File: src/design/itp_pkg.sv
package itp_pkg;

  localparam int unsigned STACK_DEPTH = 32;
  localparam int unsigned PTR_W       = $clog2(STACK_DEPTH);
  localparam int unsigned CNT_W       = $clog2(STACK_DEPTH + 1);
  localparam int unsigned SYM_W       = 8;
  localparam int unsigned CODE_W      = 3;
  localparam int unsigned PREC_W      = 2;

  localparam logic [CODE_W-1:0] CODE_RPAREN = 3'd0;
  localparam logic [CODE_W-1:0] CODE_PLUS   = 3'd1;
  localparam logic [CODE_W-1:0] CODE_MINUS  = 3'd2;
  localparam logic [CODE_W-1:0] CODE_MUL    = 3'd3;
  localparam logic [CODE_W-1:0] CODE_DIV    = 3'd4;
  localparam logic [CODE_W-1:0] CODE_POW    = 3'd5;
  localparam logic [CODE_W-1:0] CODE_NONE   = 3'd7;

  localparam logic [SYM_W-1:0] CH_PLUS   = 8'h2B;
  localparam logic [SYM_W-1:0] CH_MINUS  = 8'h2D;
  localparam logic [SYM_W-1:0] CH_MUL    = 8'h2A;
  localparam logic [SYM_W-1:0] CH_DIV    = 8'h2F;
  localparam logic [SYM_W-1:0] CH_POW    = 8'h5E;
  localparam logic [SYM_W-1:0] CH_LPAREN = 8'h28;
  localparam logic [SYM_W-1:0] CH_RPAREN = 8'h29;
  localparam logic [SYM_W-1:0] CH_NUL    = 8'h00;

  typedef struct packed {
    logic latch;
    logic pop;
    logic push;
    logic emit_top;
    logic emit_sym;
    logic emit_term;
    logic move_out;
    logic last;
  } itp_cmd_t;

  typedef struct packed {
    logic is_flush;
    logic is_alnum;
    logic is_rparen;
    logic is_lparen;
    logic is_op;
    logic empty;
    logic top_rparen;
    logic top_pops;
    logic out_free;
    logic pend_valid;
  } itp_sts_t;

  function automatic logic [CODE_W-1:0] op_code(input logic [SYM_W-1:0] ch);
    logic [CODE_W-1:0] c;
    case (ch)
      CH_PLUS:  c = CODE_PLUS;
      CH_MINUS: c = CODE_MINUS;
      CH_MUL:   c = CODE_MUL;
      CH_DIV:   c = CODE_DIV;
      CH_POW:   c = CODE_POW;
      default:  c = CODE_NONE;
    endcase
    return c;
  endfunction

  // ')' ranks below every operator, so it takes the lowest code
  function automatic logic [PREC_W-1:0] op_prec(input logic [CODE_W-1:0] c);
    logic [PREC_W-1:0] p;
    case (c)
      CODE_PLUS, CODE_MINUS: p = 2'd1;
      CODE_MUL, CODE_DIV:    p = 2'd2;
      CODE_POW:              p = 2'd3;
      default:               p = 2'd0;
    endcase
    return p;
  endfunction

  function automatic logic [SYM_W-1:0] op_char(input logic [CODE_W-1:0] c);
    logic [SYM_W-1:0] ch;
    case (c)
      CODE_RPAREN: ch = CH_RPAREN;
      CODE_PLUS:   ch = CH_PLUS;
      CODE_MINUS:  ch = CH_MINUS;
      CODE_MUL:    ch = CH_MUL;
      CODE_DIV:    ch = CH_DIV;
      CODE_POW:    ch = CH_POW;
      default:     ch = CH_NUL;
    endcase
    return ch;
  endfunction

  function automatic logic is_alnum(input logic [SYM_W-1:0] ch);
    return (ch >= 8'h30 && ch <= 8'h39) || (ch >= 8'h41 && ch <= 8'h5A) ||
           (ch >= 8'h61 && ch <= 8'h7A);
  endfunction

endpackage

File: src/design/itp_datapath.sv
module itp_datapath import itp_pkg::*; (
  input  logic             clk_i,
  input  logic             rst_ni,
  input  itp_cmd_t         cmd_i,
  output itp_sts_t         sts_o,
  input  logic [SYM_W-1:0] in_symbol_i,
  input  logic             in_flush_i,
  output logic [SYM_W-1:0] out_symbol_o,
  output logic             out_valid_o,
  input  logic             out_ready_i,
  output logic             out_last_o,
  output logic             out_done_o,
  output logic             out_ovf_o
);

  logic [CODE_W-1:0] stack_q [STACK_DEPTH];
  logic [CODE_W-1:0] top_q;
  logic [CNT_W-1:0]  count_q;
  logic              ovf_q;
  logic [SYM_W-1:0]  sym_q;
  logic              flush_q;
  logic              pend_valid_q;
  logic [SYM_W-1:0]  pend_sym_q;
  logic              pend_done_q;
  logic              out_valid_q;
  logic [SYM_W-1:0]  out_sym_q;
  logic              out_last_q;
  logic              out_done_q;
  logic              out_ovf_q;

  logic [CNT_W-1:0]  below_idx;
  logic [CODE_W-1:0] top_code;
  logic [CODE_W-1:0] in_code;
  logic [CODE_W-1:0] push_code;
  logic [PREC_W-1:0] top_prec;
  logic [PREC_W-1:0] in_prec;

  assign below_idx = count_q - CNT_W'(2);
  assign top_code  = top_q;
  assign in_code   = op_code(sym_q);
  assign top_prec  = op_prec(top_code);
  assign in_prec   = op_prec(in_code);
  assign push_code = (sym_q == CH_RPAREN) ? CODE_RPAREN : in_code;

  always_comb begin
    sts_o            = '0;
    sts_o.is_flush   = flush_q;
    sts_o.is_alnum   = !flush_q && is_alnum(sym_q);
    sts_o.is_rparen  = !flush_q && (sym_q == CH_RPAREN);
    sts_o.is_lparen  = !flush_q && (sym_q == CH_LPAREN);
    sts_o.is_op      = !flush_q && (in_code != CODE_NONE);
    sts_o.empty      = (count_q == '0);
    sts_o.top_rparen = (top_code == CODE_RPAREN);
    sts_o.top_pops   = (top_prec > in_prec) ||
                       ((top_prec == in_prec) && (in_code == CODE_POW));
    sts_o.out_free   = !out_valid_q || out_ready_i;
    sts_o.pend_valid = pend_valid_q;
  end

  always_ff @(posedge clk_i) begin
    if (cmd_i.latch) begin
      sym_q   <= in_symbol_i;
      flush_q <= in_flush_i;
    end
    if (cmd_i.push && (count_q != CNT_W'(STACK_DEPTH))) begin
      stack_q[count_q[PTR_W-1:0]] <= push_code;
    end
    // top entry kept in a register; a pop reloads it from the entry below
    if (cmd_i.pop) begin
      top_q <= stack_q[below_idx[PTR_W-1:0]];
    end else if (cmd_i.push && (count_q != CNT_W'(STACK_DEPTH))) begin
      top_q <= push_code;
    end
    if (cmd_i.emit_top || cmd_i.emit_sym || cmd_i.emit_term) begin
      pend_done_q <= cmd_i.emit_term;
      if (cmd_i.emit_top) begin
        pend_sym_q <= op_char(top_code);
      end else if (cmd_i.emit_sym) begin
        pend_sym_q <= sym_q;
      end else begin
        pend_sym_q <= CH_NUL;
      end
    end
    if (cmd_i.move_out) begin
      out_sym_q  <= pend_sym_q;
      out_done_q <= pend_done_q;
      out_last_q <= cmd_i.last;
      out_ovf_q  <= ovf_q;
    end
  end

  always_ff @(posedge clk_i or negedge rst_ni) begin
    if (!rst_ni) begin
      count_q      <= '0;
      ovf_q        <= 1'b0;
      pend_valid_q <= 1'b0;
      out_valid_q  <= 1'b0;
    end else begin
      if (cmd_i.pop) begin
        count_q <= count_q - CNT_W'(1);
      end else if (cmd_i.push) begin
        if (count_q == CNT_W'(STACK_DEPTH)) begin
          ovf_q <= 1'b1;
        end else begin
          count_q <= count_q + CNT_W'(1);
        end
      end
      if (cmd_i.emit_top || cmd_i.emit_sym || cmd_i.emit_term) begin
        pend_valid_q <= 1'b1;
      end else if (cmd_i.move_out) begin
        pend_valid_q <= 1'b0;
      end
      if (cmd_i.move_out) begin
        out_valid_q <= 1'b1;
      end else if (out_ready_i) begin
        out_valid_q <= 1'b0;
      end
    end
  end

  assign out_valid_o  = out_valid_q;
  assign out_symbol_o = out_sym_q;
  assign out_last_o   = out_last_q;
  assign out_done_o   = out_done_q;
  assign out_ovf_o    = out_ovf_q;

endmodule

File: src/design/itp_ctrl.sv
module itp_ctrl import itp_pkg::*; (
  input  logic     clk_i,
  input  logic     rst_ni,
  input  logic     in_valid_i,
  output logic     in_ready_o,
  input  itp_sts_t sts_i,
  output itp_cmd_t cmd_o
);

  localparam logic [1:0] ST_IDLE = 2'd0;
  localparam logic [1:0] ST_RUN  = 2'd1;
  localparam logic [1:0] ST_END  = 2'd2;

  logic [1:0] state_q;
  logic [1:0] state_d;
  logic       can_emit;

  assign in_ready_o = (state_q == ST_IDLE);
  // a new result may enter the holding slot once the old one can leave
  assign can_emit   = !sts_i.pend_valid || sts_i.out_free;

  always_comb begin
    cmd_o   = '0;
    state_d = state_q;
    case (state_q)
      ST_IDLE: begin
        if (in_valid_i) begin
          cmd_o.latch = 1'b1;
          state_d     = ST_RUN;
        end
      end
      ST_RUN: begin
        if (sts_i.is_flush) begin
          if (!sts_i.empty) begin
            if (sts_i.top_rparen) begin
              cmd_o.pop = 1'b1;
            end else if (can_emit) begin
              cmd_o.pop      = 1'b1;
              cmd_o.emit_top = 1'b1;
              cmd_o.move_out = sts_i.pend_valid;
            end
          end else if (can_emit) begin
            cmd_o.emit_term = 1'b1;
            cmd_o.move_out  = sts_i.pend_valid;
            state_d         = ST_END;
          end
        end else if (sts_i.is_alnum) begin
          cmd_o.emit_sym = 1'b1;
          state_d        = ST_END;
        end else if (sts_i.is_rparen) begin
          cmd_o.push = 1'b1;
          state_d    = ST_END;
        end else if (sts_i.is_lparen) begin
          if (!sts_i.empty && !sts_i.top_rparen) begin
            if (can_emit) begin
              cmd_o.pop      = 1'b1;
              cmd_o.emit_top = 1'b1;
              cmd_o.move_out = sts_i.pend_valid;
            end
          end else begin
            cmd_o.pop = !sts_i.empty;
            state_d   = ST_END;
          end
        end else if (sts_i.is_op) begin
          if (!sts_i.empty && sts_i.top_pops) begin
            if (can_emit) begin
              cmd_o.pop      = 1'b1;
              cmd_o.emit_top = 1'b1;
              cmd_o.move_out = sts_i.pend_valid;
            end
          end else begin
            cmd_o.push = 1'b1;
            state_d    = ST_END;
          end
        end else begin
          state_d = ST_END;
        end
      end
      ST_END: begin
        if (!sts_i.pend_valid) begin
          state_d = ST_IDLE;
        end else if (sts_i.out_free) begin
          cmd_o.move_out = 1'b1;
          cmd_o.last     = 1'b1;
          state_d        = ST_IDLE;
        end
      end
      default: begin
        state_d = ST_IDLE;
      end
    endcase
  end

  always_ff @(posedge clk_i or negedge rst_ni) begin
    if (!rst_ni) begin
      state_q <= ST_IDLE;
    end else begin
      state_q <= state_d;
    end
  end

endmodule

File: src/design/infix_to_prefix_converter_unit.sv
// Infix to prefix converter. Feed the infix expression one ASCII character per
// transaction, rightmost character first, and end it with a transaction whose
// tuser (flush) is 1. Letters and digits are passed on, operators are reordered
// through a 32-entry operator stack, and the prefix expression comes out read
// from its last character to its first, closed by a terminator transaction with
// tdata 0 and expression_done set. tlast marks the last result of each input
// transaction. An input passes the controller states idle, run and end, staying
// in run for each operator it emits from the stack and, on a flush, for each
// ')' it drops, one pop per cycle from the stack's top entry; a stalled output
// holds the controller. A push onto a full stack is dropped and the sticky
// overflow flag, reported on every result, stays set until reset.
module infix_to_prefix_converter_unit import itp_pkg::*; (
  input  logic       clk_i,
  input  logic       rst_ni,
  input  logic       s_axis_tvalid,
  output logic       s_axis_tready,
  input  logic [7:0] s_axis_tdata,   // [7:0] symbol
  input  logic       s_axis_tuser,   // [0] flush
  output logic       m_axis_tvalid,
  input  logic       m_axis_tready,
  output logic [7:0] m_axis_tdata,   // [7:0] out_symbol
  output logic       m_axis_tlast,
  output logic [1:0] m_axis_tuser    // [0] expression_done, [1] overflow_seen
);

  itp_cmd_t cmd;
  itp_sts_t sts;

  itp_ctrl u_ctrl (
    .clk_i      (clk_i),
    .rst_ni     (rst_ni),
    .in_valid_i (s_axis_tvalid),
    .in_ready_o (s_axis_tready),
    .sts_i      (sts),
    .cmd_o      (cmd)
  );

  itp_datapath u_datapath (
    .clk_i        (clk_i),
    .rst_ni       (rst_ni),
    .cmd_i        (cmd),
    .sts_o        (sts),
    .in_symbol_i  (s_axis_tdata),
    .in_flush_i   (s_axis_tuser),
    .out_symbol_o (m_axis_tdata),
    .out_valid_o  (m_axis_tvalid),
    .out_ready_i  (m_axis_tready),
    .out_last_o   (m_axis_tlast),
    .out_done_o   (m_axis_tuser[0]),
    .out_ovf_o    (m_axis_tuser[1])
  );

endmodule
File: config.mk
export PLATFORM = sky130hd
export DESIGN_NAME = infix_to_prefix_converter_unit
export DESIGN_NICKNAME = d
export VERILOG_FILES = /design/src/design/itp_pkg.sv /design/src/design/itp_datapath.sv /design/src/design/itp_ctrl.sv /design/src/design/infix_to_prefix_converter_unit.sv
export SDC_FILE = /design/constraint.sdc
export NUM_CORES = 1
export LEC_CHECK = 0
export BUFFER_PORTS_ARGS = -buffer_cell sky130_fd_sc_hd__buf_2
export CAP_MARGIN = 20
export CORE_ASPECT_RATIO = 1.4
export CORE_MARGIN = 2
export CORE_UTILIZATION = 35
export CTS_CLUSTER_SIZE = 25
export DETAILED_ROUTE_END_ITERATION = 10
export GPL_TIMING_DRIVEN = 0
export PLACE_DENSITY = 0.54
export REMOVE_ABC_BUFFERS = 1
export SYNTH_ARGS = -nofsm -noshare
export SYNTH_HDL_FRONTEND = slang
export SYNTH_HIERARCHICAL = 1
export SYNTH_SLANG_ARGS = --single-unit
File: constraint.sdc
create_clock -name clk_i -period 6.6 [get_ports clk_i]
set_input_delay 0.66 -clock clk_i [delete_from_list [all_inputs] [get_ports clk_i]]
set_output_delay 0.66 -clock clk_i [all_outputs]
set_load 0.05 [all_outputs]
==> summary.md, run 1 <==
| Metric | Value |
|---|---|
| Startpoint types | flip-flop |
| CP max stage cell | edfxtp_1 |
| Total CTS buffers | 17 |
| Achievable frequency | 227 MHz |
| Final Hold Viols | 0 |
| Final Max Tran Viols | 0 |
| Required @ worst endpoint | 6680 ps |
| RD Place Congestion | 0.821 |
| Yosys top cell area share | 0.602 |
| DIE WIDTH | 118 um |
| Main synth FF type | edfxtp_1 |
| Kind of critical path | flip-flop to flip-flop |
| Worst hold path type | primary input to async pin |
| Overall Global Routing Usage | 0.145 |
| P&R area growth vs syn | 14.9% |
| Total grt overflow | 0 |
| Port Buffers | 25 |
| Post-CTS setup buffer count | 0 |
| FP Rows | 58 |
| Root Buffer | clkbuf_16 |
| Worst path cell trace | inv_1 > nor4b_1 > nand4b_1 > o21ai_0 > ha_1 > nand2b_1 > a21oi_1 > a31oi_1 > nand2_1 > a31oi_1 > nor4b_1 > buf_2 > nand3_1 > nor2_1 |
| YS warnings | 6 |
| Num Clock Sinks | 139 |
| Unique masters post-synth | 58 |
| Max rail drop VDD | 0.175 mV |
| Leading cell type in the layout, fill and taps excluded | edfxtp_1 |
| Top delay family on crit path | simple AND/OR/NAND/NOR gates |
| Fraction of layout cells with a size suffix above 1 | 0.174 |
| Leakage power | 2.74 nW |
| H-tree levels | 4 |
| Placeable Area | 17900 um^2 |
| Syn avg cell area | 14.0 um^2 |
| Final Skew | 18.1 ps |
| DRC violations left | 0 |
| DRT Wirelength | 13.1 mm |
| Final HPWL DP | 9.27 mm |
| Synth Register Bits | 139 |
| Cell area after synthesis | 6390 um^2 |
| First-pass GRT wire length | 21.2 mm |
| Via count | 3757 |
| Slew headroom | 0.378 |
| Final worst setup slack | 2190 ps |
| Most frequent cells in the layout | edfxtp_1 (128), nor2_1 (49), buf_2 (26) |
| Slew @ Worst Pin | 933 ps |
| Outcome | complete, no violations |
| Largest net degree at the start of global routing | 33 |
| Fraction of registers with async set or reset after synthesis | 0.0791 |
| Die height | 164 um |
| DR pass1 iterations | 4 |
| Area leader, netlist | edfxtp_1 |
| Post_cts resized | 0 |
| Crit path largest cell delay | 610 ps |
| Fin util | 0.410 |
| Crit path buffers/inverters | 2 |
| Final ANT Viol Nets | 0 |
| Max FO, Critical Path | 10 |
| Worst reg2reg startpoint | u_datapath/sym_q[2] |
| Setup Viol. Count Final | 0 |
| Total power per unit cell area | 409 nW/um^2 |
| Met2 routed WL | 7.13 mm |
| Via-to-Cell Ratio | 5.13 |
| Cells after Synth | 456 |
| Die Area | 19400 um^2 |
| Top Ports | 26 |
| Clock buffer depth | 2 |
| Final worst path period need | 4410 ps |
| Top Layer Used | met4 |
| Fin nets | 505 |
| Post-CTS Hold Buffers | 0 |
| CTS tree | yes |
| Sequential share of the synthesized area | 0.645 |
| CP Launch Point | u_datapath/sym_q[2] |
| Number of max-cap violations | 0 |
| Initial Utilization | 0.356 |
| Critical Path AT | 4490 ps |
| Dpl ws | 1790 ps |
| Diode count | 0 |
| Initial drt markers | 281 |
| Fin crit share | 0.668 |
| Number of global-route vias before repair | 3917 |
| Clock slew at reported path FFs | 60 ps |
| Unrepaired setup endpoints after global routing | no |
| Top cells by area, synth | edfxtp_1 (60%), mux4_2 (4.9%), dfrtp_1 (4.3%) |
| M1 wire length | 5.07 mm |
| Antenna violations before repair | 0 |
| Number of fill cells | 1644 |
| Met3 WL post-DR | 402 um |
| EDFF count, synth | 128 |
| Clock latency on the worst-skew pair | 420 ps |
| Crit end category | flip-flop |
| Setup TNS | 0 ps |
| Routed WL per cell | 17.9 um |
-- cells in the mapped netlist, drive strengths merged (8+ instances only) --
library cell  count
nand2            19
mux4             14
a21oi            18
o21ai            13
a21o              8
clkbuf            8
ha               11
edfxtp          128
mux2i            24
nor2b             8
nor2             49
inv              19
nand3            10
nor3             11
dfrtp            11
buf              18
-- state kept, by name, summed over array words and instances, names as in the netlist, 2 cells and up --
name                     count
u_ctrl/state_q               2
u_datapath/count_q           6
u_datapath/out_symbol_o      8
u_datapath/pend_sym_q        8
u_datapath/stack_q          96
u_datapath/sym_q             8
u_datapath/top_code          3
-- cells by family (layout without fill, tap and decap cells) --
kind of cell               Yosys count  after routing  share of synthesized area
AOI/OAI and AO/OA                   77             77                     0.0846
xor gates and xnor gates            10             10                     0.0137
adders and majority gates           12             12                     0.0247
buffers and inverters               45             82                     0.0349
DFF                                139            139                      0.645
muxes                               40             40                     0.0916
and+or+nand+nor                    133            133                      0.106
-- routing by layer --
layer,global-route usage,up-vias
met5,0,-
met4,0.0843,0
met3,0.0306,30
met2,0.262,78
met1,0.158,1859
li1,-,1790
-- worst paths after layout --
path                                               to  slack, ps  cells after the start
max                         u_datapath/stack_q[17][1]       2190                     14
max in group asynchronous       u_datapath/count_q[1]       6240                      1
min in group clk_i                u_datapath/sym_q[6]        410                      1
max reg2reg                 u_datapath/stack_q[17][1]       2190                     14
min reg2reg                u_datapath/out_symbol_o[3]        410                      0
min                             u_datapath/count_q[1]        120                      1
-- area by class of cell --
type,instances,area [um^2],area share
clock buffers,17,425,0.0579
clock inverters,15,141,0.0193
inverters,19,71.3,0.00971
multi-input cells,272,2050,0.279
flip-flops and latches,139,4120,0.561
well taps,240,300,0.0409
repair buffers,31,231,0.0315
-- where the power goes --
part	switching (mW)	total [mW]	internal [mW]	leakage, nW
Sequential	0.120	1.17	1.05	1.44
Clock	0.370	0.893	0.523	0.266
Combinational	0.550	0.938	0.388	1.03
-- metrics by stage --
stage	std cells	area [um^2]	hold slack, ps	power, mW
after floorplan	430	6240	364	1.86
after global routing	733	7340	127	3.19
after global placement	695	6660	402	2.09
after CTS	732	7330	125	3.03
final	733	7340	117	3.00
after detailed placement	700	6760	407	2.12
No activity file was read; power rests on OpenSTA's default activity.
==> run 2, diff against run 1 <==
Settings changed: ABC_AREA set to 1, PLACE_DENSITY 0.54 to 0.56.
Clock period 6.6 ns to 3.9 ns, I/O delays scaled along.
==> run 2 against run 1 <==
Sequential cell count stayed put. Critical path depth did not move. Sequential power is 65% higher. Synthesized cell count up 44%. Routed wire length rose by 13%. First-iteration DRC count down 22%. Non-clock buffer count rose by 7. Global-route usage is 0.99 points higher. Sequential share of layout area fell by 2.5 points. Combinational power increased by 96%. Core utilization grew 0.65 points. Final cell count grew 30%. Critical endpoint is now u_datapath/stack_q[18][0]. Highest routed layer unchanged.
==> summary.md, run 2 <==
| Metric | Value |
|---|---|
| Sequential share of the synthesized area | 0.628 |
| Final worst path period need | 3550 ps |
| Crit end category | flip-flop |
| Critical Path AT | 3640 ps |
| First-pass GRT wire length | 23.7 mm |
| RD Place Congestion | 0.880 |
| Die height | 166 um |
| Area leader, netlist | edfxtp_1 |
| Routed WL per cell | 15.5 um |
| Initial Utilization | 0.355 |
| Final Hold Viols | 0 |
| Synth Register Bits | 139 |
| GR Layer Usage met2 | 0.296 |
| Final HPWL DP | 9.76 mm |
| Largest net degree at the start of global routing | 42 |
| Cell area after synthesis | 6560 um^2 |
| Syn avg cell area | 9.98 um^2 |
| Final Max Tran Viols | 0 |
| Slew @ Worst Pin | 906 ps |
| CTS tree | yes |
| Leading cell type in the layout, fill and taps excluded | nand2_1 |
| Yosys top cell area share | 0.586 |
| Number of max-cap violations | 0 |
| Fraction of layout cells with a size suffix above 1 | 0.154 |
| Total power per unit cell area | 709 nW/um^2 |
| Cells after Synth | 657 |
| Fin nets | 720 |
| Unique masters post-synth | 37 |
| Initial drt markers | 219 |
| Clock slew at reported path FFs | 60 ps |
| Setup Viol. Count Final | 0 |
| Commonest cells in the synthesized netlist | nand2_1 (233), edfxtp_1 (128), nand3_1 (71), nor2_1 (55), inv_1 (40) |
| Diode count | 0 |
| EDFF count, synth | 128 |
| FP Rows | 59 |
| Clock buffer depth | 2 |
| Achievable frequency | 281 MHz |
| Post-Layout Cell Count | 952 |
| Number of global-route vias before repair | 4697 |
| Placed Cells | 908 |
| Die Area | 19900 um^2 |
| DR pass1 iterations | 4 |
| Port Buffers | 25 |
| Startpoint types | flip-flop |
| Clock latency on the worst-skew pair | 420 ps |
| Setup TNS | 0 ps |
| Most frequent cells in the layout | nand2_1 (232), edfxtp_1 (128), nand3_1 (69) |
| YS warnings | 6 |
| Final ANT Viol Nets | 0 |
| GRT Max-Usage Layer | met2 |
| Worst hold path type | primary input to flip-flop |
| Placeable Area | 18500 um^2 |
| Slew headroom | 0.395 |
| M3 GR Usage | 0.0316 |
| Num Clock Sinks | 139 |
| Final Skew | 8.16 ps |
| Area of the multi-input gates | 2170 um^2 |
| Required @ worst endpoint | 3980 ps |
| Max rail drop VDD | 0.377 mV |
| H-tree levels | 4 |
| Total CTS buffers | 17 |
| Max FO, Critical Path | 16 |
| Met1 Resource Use GR | 0.166 |
| Total grt overflow | 0 |
| Overall Global Routing Usage | 0.155 |
| Root Buffer | clkbuf_16 |
| DRT Wirelength | 14.8 mm |
| Register area | 4120 um^2 |
| Via count | 4667 |
| P&R area growth vs syn | 17.1% |
| Top Ports | 26 |
| Number of flip-flops in the largest register | 96 |
| Leakage power | 3.18 nW |
| DIE WIDTH | 120 um |
| Fraction of registers with async set or reset after synthesis | 0.0791 |
| Fin util | 0.416 |
| Outcome | complete, no violations |
| Main synth FF type | edfxtp_1 |
| Fin crit share | 0.911 |
| Via-to-Cell Ratio | 4.90 |
| Kind of critical path | flip-flop to flip-flop |
| DRC violations left | 0 |
| Antenna violations before repair | 0 |
| Unrepaired setup endpoints after global routing | no |
| Number of fill cells | 1780 |
| Most frequent cell after synthesis | nand2_1 |
| Top cells by area, synth | edfxtp_1 (59%), nand2_1 (13%), nand3_1 (5.4%) |
==> run 2: cell types whose count changed after synthesis, sizes merged, moves of 7 or more <==
cell | before | now
a21o | 8 | 1
nor2 | 49 | 64
nor3 | 11 | 4
inv | 19 | 48
nor2b | 8 | 0
nand2 | 19 | 239
mux2i | 24 | 0
nand3 | 10 | 73
mux4 | 14 | 0
==> run 2: layout make-up <==
cell class,count,area share
tap,244,0.0398
multi-input combinational,451,0.283
sequential,139,0.537
inverter,48,0.0235
clock inverter,15,0.0244
timing repair buffer,38,0.0373
clock buffer,17,0.0554
==> run 2: final timing paths <==
check	from	to	slack, ps	cells after the start
max	u_datapath/count_q[1]	u_datapath/stack_q[18][0]	350	14
min	s_axis_tdata[7]	u_datapath/sym_q[7]	150	1
max reg2reg	u_datapath/count_q[1]	u_datapath/stack_q[18][0]	350	14
min reg2reg	u_datapath/pend_sym_q[6]	u_datapath/out_symbol_o[6]	420	0
max in group asynchronous	rst_ni	u_datapath/count_q[0]	3280	2
min in group asynchronous	rst_ni	u_ctrl/state_q[0]	380	2
==> run 2: routing by layer <==
metal / vias up / share of wire
li1: 2294 / -
met1: 2252 / 0.39
met4: 0 / 0.022
met3: 22 / 0.033
met2: 99 / 0.56
met5: - / 0
==> run 2: worst max-delay path, stage by stage, from the launching register on <==
cell	delay (ps)
dfrtp_1	600
buf_8	270
nor2_4	260
inv_2	60
nor2_2	120
inv_1	60
nor2_1	310
inv_2	100
nand2_1	70
a21oi_1	70
nor4_2	340
nand2_2	170
inv_2	110
nand2_1	300
nor2_1	370
==> run 2: stage by stage <==
step	hold slack [ps]	setup WS, ps	power [mW]	instance area (um^2)
CTS	134	150	5.43	7520
global route	132	2.02	5.75	7680
global placement	279	-670	3.66	6840
detailed placement	282	-503	3.73	6880
finish	150	346	5.44	7680
floorplan	94.4	281	3.19	6410
==> run 2: power breakdown <==
part	switching [mW]	internal (mW)	leakage, nW	total (mW)
Sequential	0.146	1.79	1.45	1.93
Clock	0.648	1.02	0.299	1.67
Combinational	1.29	0.555	1.43	1.84
==> run 2: cell families after synthesis <==
kind of cell	synth area share
adders and majority gates	0.0240
xor gates and xnor gates	0.00916
and+or+nand+nor	0.252
DFF	0.628
AOI/OAI and AO/OA	0.0376
buffers and inverters	0.0494
==> run 2: what timing repair did <==
action,CTS,global route
gates cloned,0,0
gates resized for setup,3,12
buffers inserted,1,5
pin swaps,0,2
endpoints found under the setup margin,11,18
hold buffers,1,0
hold endpoints to repair,11,0
==> run 3, diff against run 2 <==
Settings changed: SKIP_CTS_REPAIR_TIMING set to 1.
Clock period 3.9 ns to 3.12 ns, I/O delays scaled along.
==> run 3 against run 2 <==
Via count grew 2.0%. Fmax shrank 0.89%. Critical path depth grew 12. Largest cell class unchanged. Routed wire length grew 4.8%. Sequential power grew 26%. Worst hold slack lost 78 ps. Clock skew shrank 1.2 ps. Clock-buffer cell count is the same. Core utilization grew 1.9 points. The run now ends with negative setup slack left.
==> summary.md, run 3 (synthesis results as in run 2) <==
| Metric | Value |
|---|---|
| Root Buffer | clkbuf_16 |
| DR pass1 iterations | 5 |
| First-pass GRT wire length | 23.8 mm |
| Worst hold path type | primary input to flip-flop |
| Max FO, Critical Path | 5 |
| Total CTS buffers | 17 |
| Total power per unit cell area | 886 nW/um^2 |
| Clock slew at reported path FFs | 60 ps |
| Unrepaired setup endpoints after global routing | yes |
| Number of global-route vias before repair | 4699 |
| Fin crit share | 1.15 |
| Die Area | 19900 um^2 |
| Outcome | finished with violations |
| Number of flip-flops in the largest register | 96 |
| Clock buffer depth | 2 |
| Final worst path period need | 3590 ps |
| Max rail drop VDD | 0.492 mV |
| Initial drt markers | 267 |
| Total grt overflow | 0 |
| Startpoint types | flip-flop |
| Routed WL per cell | 16.2 um |
| Final Max Tran Viols | 0 |
| Slew headroom | 0.385 |
| Setup Viol. Count Final | 99 |
| Final Skew | 6.99 ps |
| CP max stage cell | edfxtp_1 |
| HP Start | s_axis_tdata[7] |
| Final Hold Viols | 0 |
| Reg-to-reg endpoint | u_datapath/count_q[5] |
| Most frequent cells in the layout | nand2_1 (225), edfxtp_1 (128), nand3_1 (63) |
| Setup TNS | -8760 ps |
| DRC violations left | 0 |
| RD Place Congestion | 0.880 |
| Placeable Area | 18500 um^2 |
| Worst reg2reg startpoint | u_datapath/sym_q[7] |
| CTS tree | yes |
| Achievable frequency | 279 MHz |
| Clock latency on the worst-skew pair | 420 ps |
| H-tree levels | 4 |
| Leakage power | 3.25 nW |
| Num Clock Sinks | 139 |
| Crit end category | flip-flop |
| Largest net degree at the start of global routing | 42 |
| Critical Path AT | 3890 ps |
| Number of max-cap violations | 0 |
| Via count | 4759 |
| Kind of critical path | flip-flop to flip-flop |
| Leading cell type in the layout, fill and taps excluded | nand2_1 |
| Required @ worst endpoint | 3420 ps |
| Top Ports | 26 |
| Port Buffers | 25 |
| Via-to-Cell Ratio | 4.96 |
| FP Rows | 59 |
| P&R area growth vs syn | 22.4% |
| Final HPWL DP | 9.76 mm |
| WHS Path Cells | 1 |
| Die height | 166 um |
| Crit path largest cell delay | 420 ps |
| Final worst setup slack | -465 ps |
| Final ANT Viol Nets | 0 |
| FF-to-FF path depth | 26 |
| DIE WIDTH | 120 um |
| Hold Slack | 71.4 ps |
| Initial Utilization | 0.355 |
| Fraction of layout cells with a size suffix above 1 | 0.248 |
| Failing checks | negative setup slack |
| Antenna violations before repair | 0 |
| DRT Wirelength | 15.5 mm |
| Diode count | 0 |
| R2r setup slk | -470 ps |
| Slew @ Worst Pin | 921 ps |
| Fin nets | 727 |
| WHS Endpoint | u_datapath/sym_q[7] |
| Overall Global Routing Usage | 0.155 |
==> run 3: power by group <==
group          internal [mW]  total [mW]  switching [mW]
clock network           1.27        2.09           0.815
registers               2.24        2.44           0.200
logic                  0.833        2.58            1.75
==> run 3: cell type report <==
type	instances	area, um^2
fill	1749	10400
sequential	139	4120
multi-input combinational	451	2450
clock buffer	17	425
timing repair buffer	45	353
tap	244	305
clock inverter	15	188
inverter	48	185
==> run 3: per-stage QoR <==
step,util,instance area [um^2],power [mW],instances,setup WS [ps]
2_1_floorplan,-,6410,3.99,638,-499
3_3_place_gp,0.371,6840,4.58,907,-1450
3_5_place_dp,0.373,6880,4.67,908,-1280
4_1_cts,0.406,7490,6.76,940,-1330
5_1_grt,0.435,8030,7.48,959,-685
6_report,0.435,8030,7.11,959,-465
==> run 3: how the worst max path moves through the flow <==
stage | from | endpoint | depth (start not counted)
finish | u_datapath/sym_q[7] | u_datapath/count_q[5] | 26
global route | u_datapath/sym_q[7] | u_datapath/count_q[5] | 26
CTS | u_datapath/sym_q[1] | u_datapath/count_q[4] | 20
detailed placement | u_datapath/sym_q[1] | u_datapath/count_q[4] | 20
global placement | u_datapath/count_q[0] | u_datapath/count_q[4] | 16
floorplan | u_datapath/sym_q[0] | u_datapath/count_q[4] | 21
==> run 3: critical path: cells and delay by family, from the launching register on <==
family | cells | cell delay (ps)
simple gates | 13 | 1330
buf+inv | 4 | 390
compound gates | 7 | 820
fa+ha+maj | 2 | 500
flops | 1 | 420
==> run 3: metal layers <==
metal | wire length (um) | global-route usage
met1 | 5970 | 0.166
met2 | 8810 | 0.296
met3 | 537 | 0.0316
met4 | 183 | 0.0578
met5 | 0 | 0
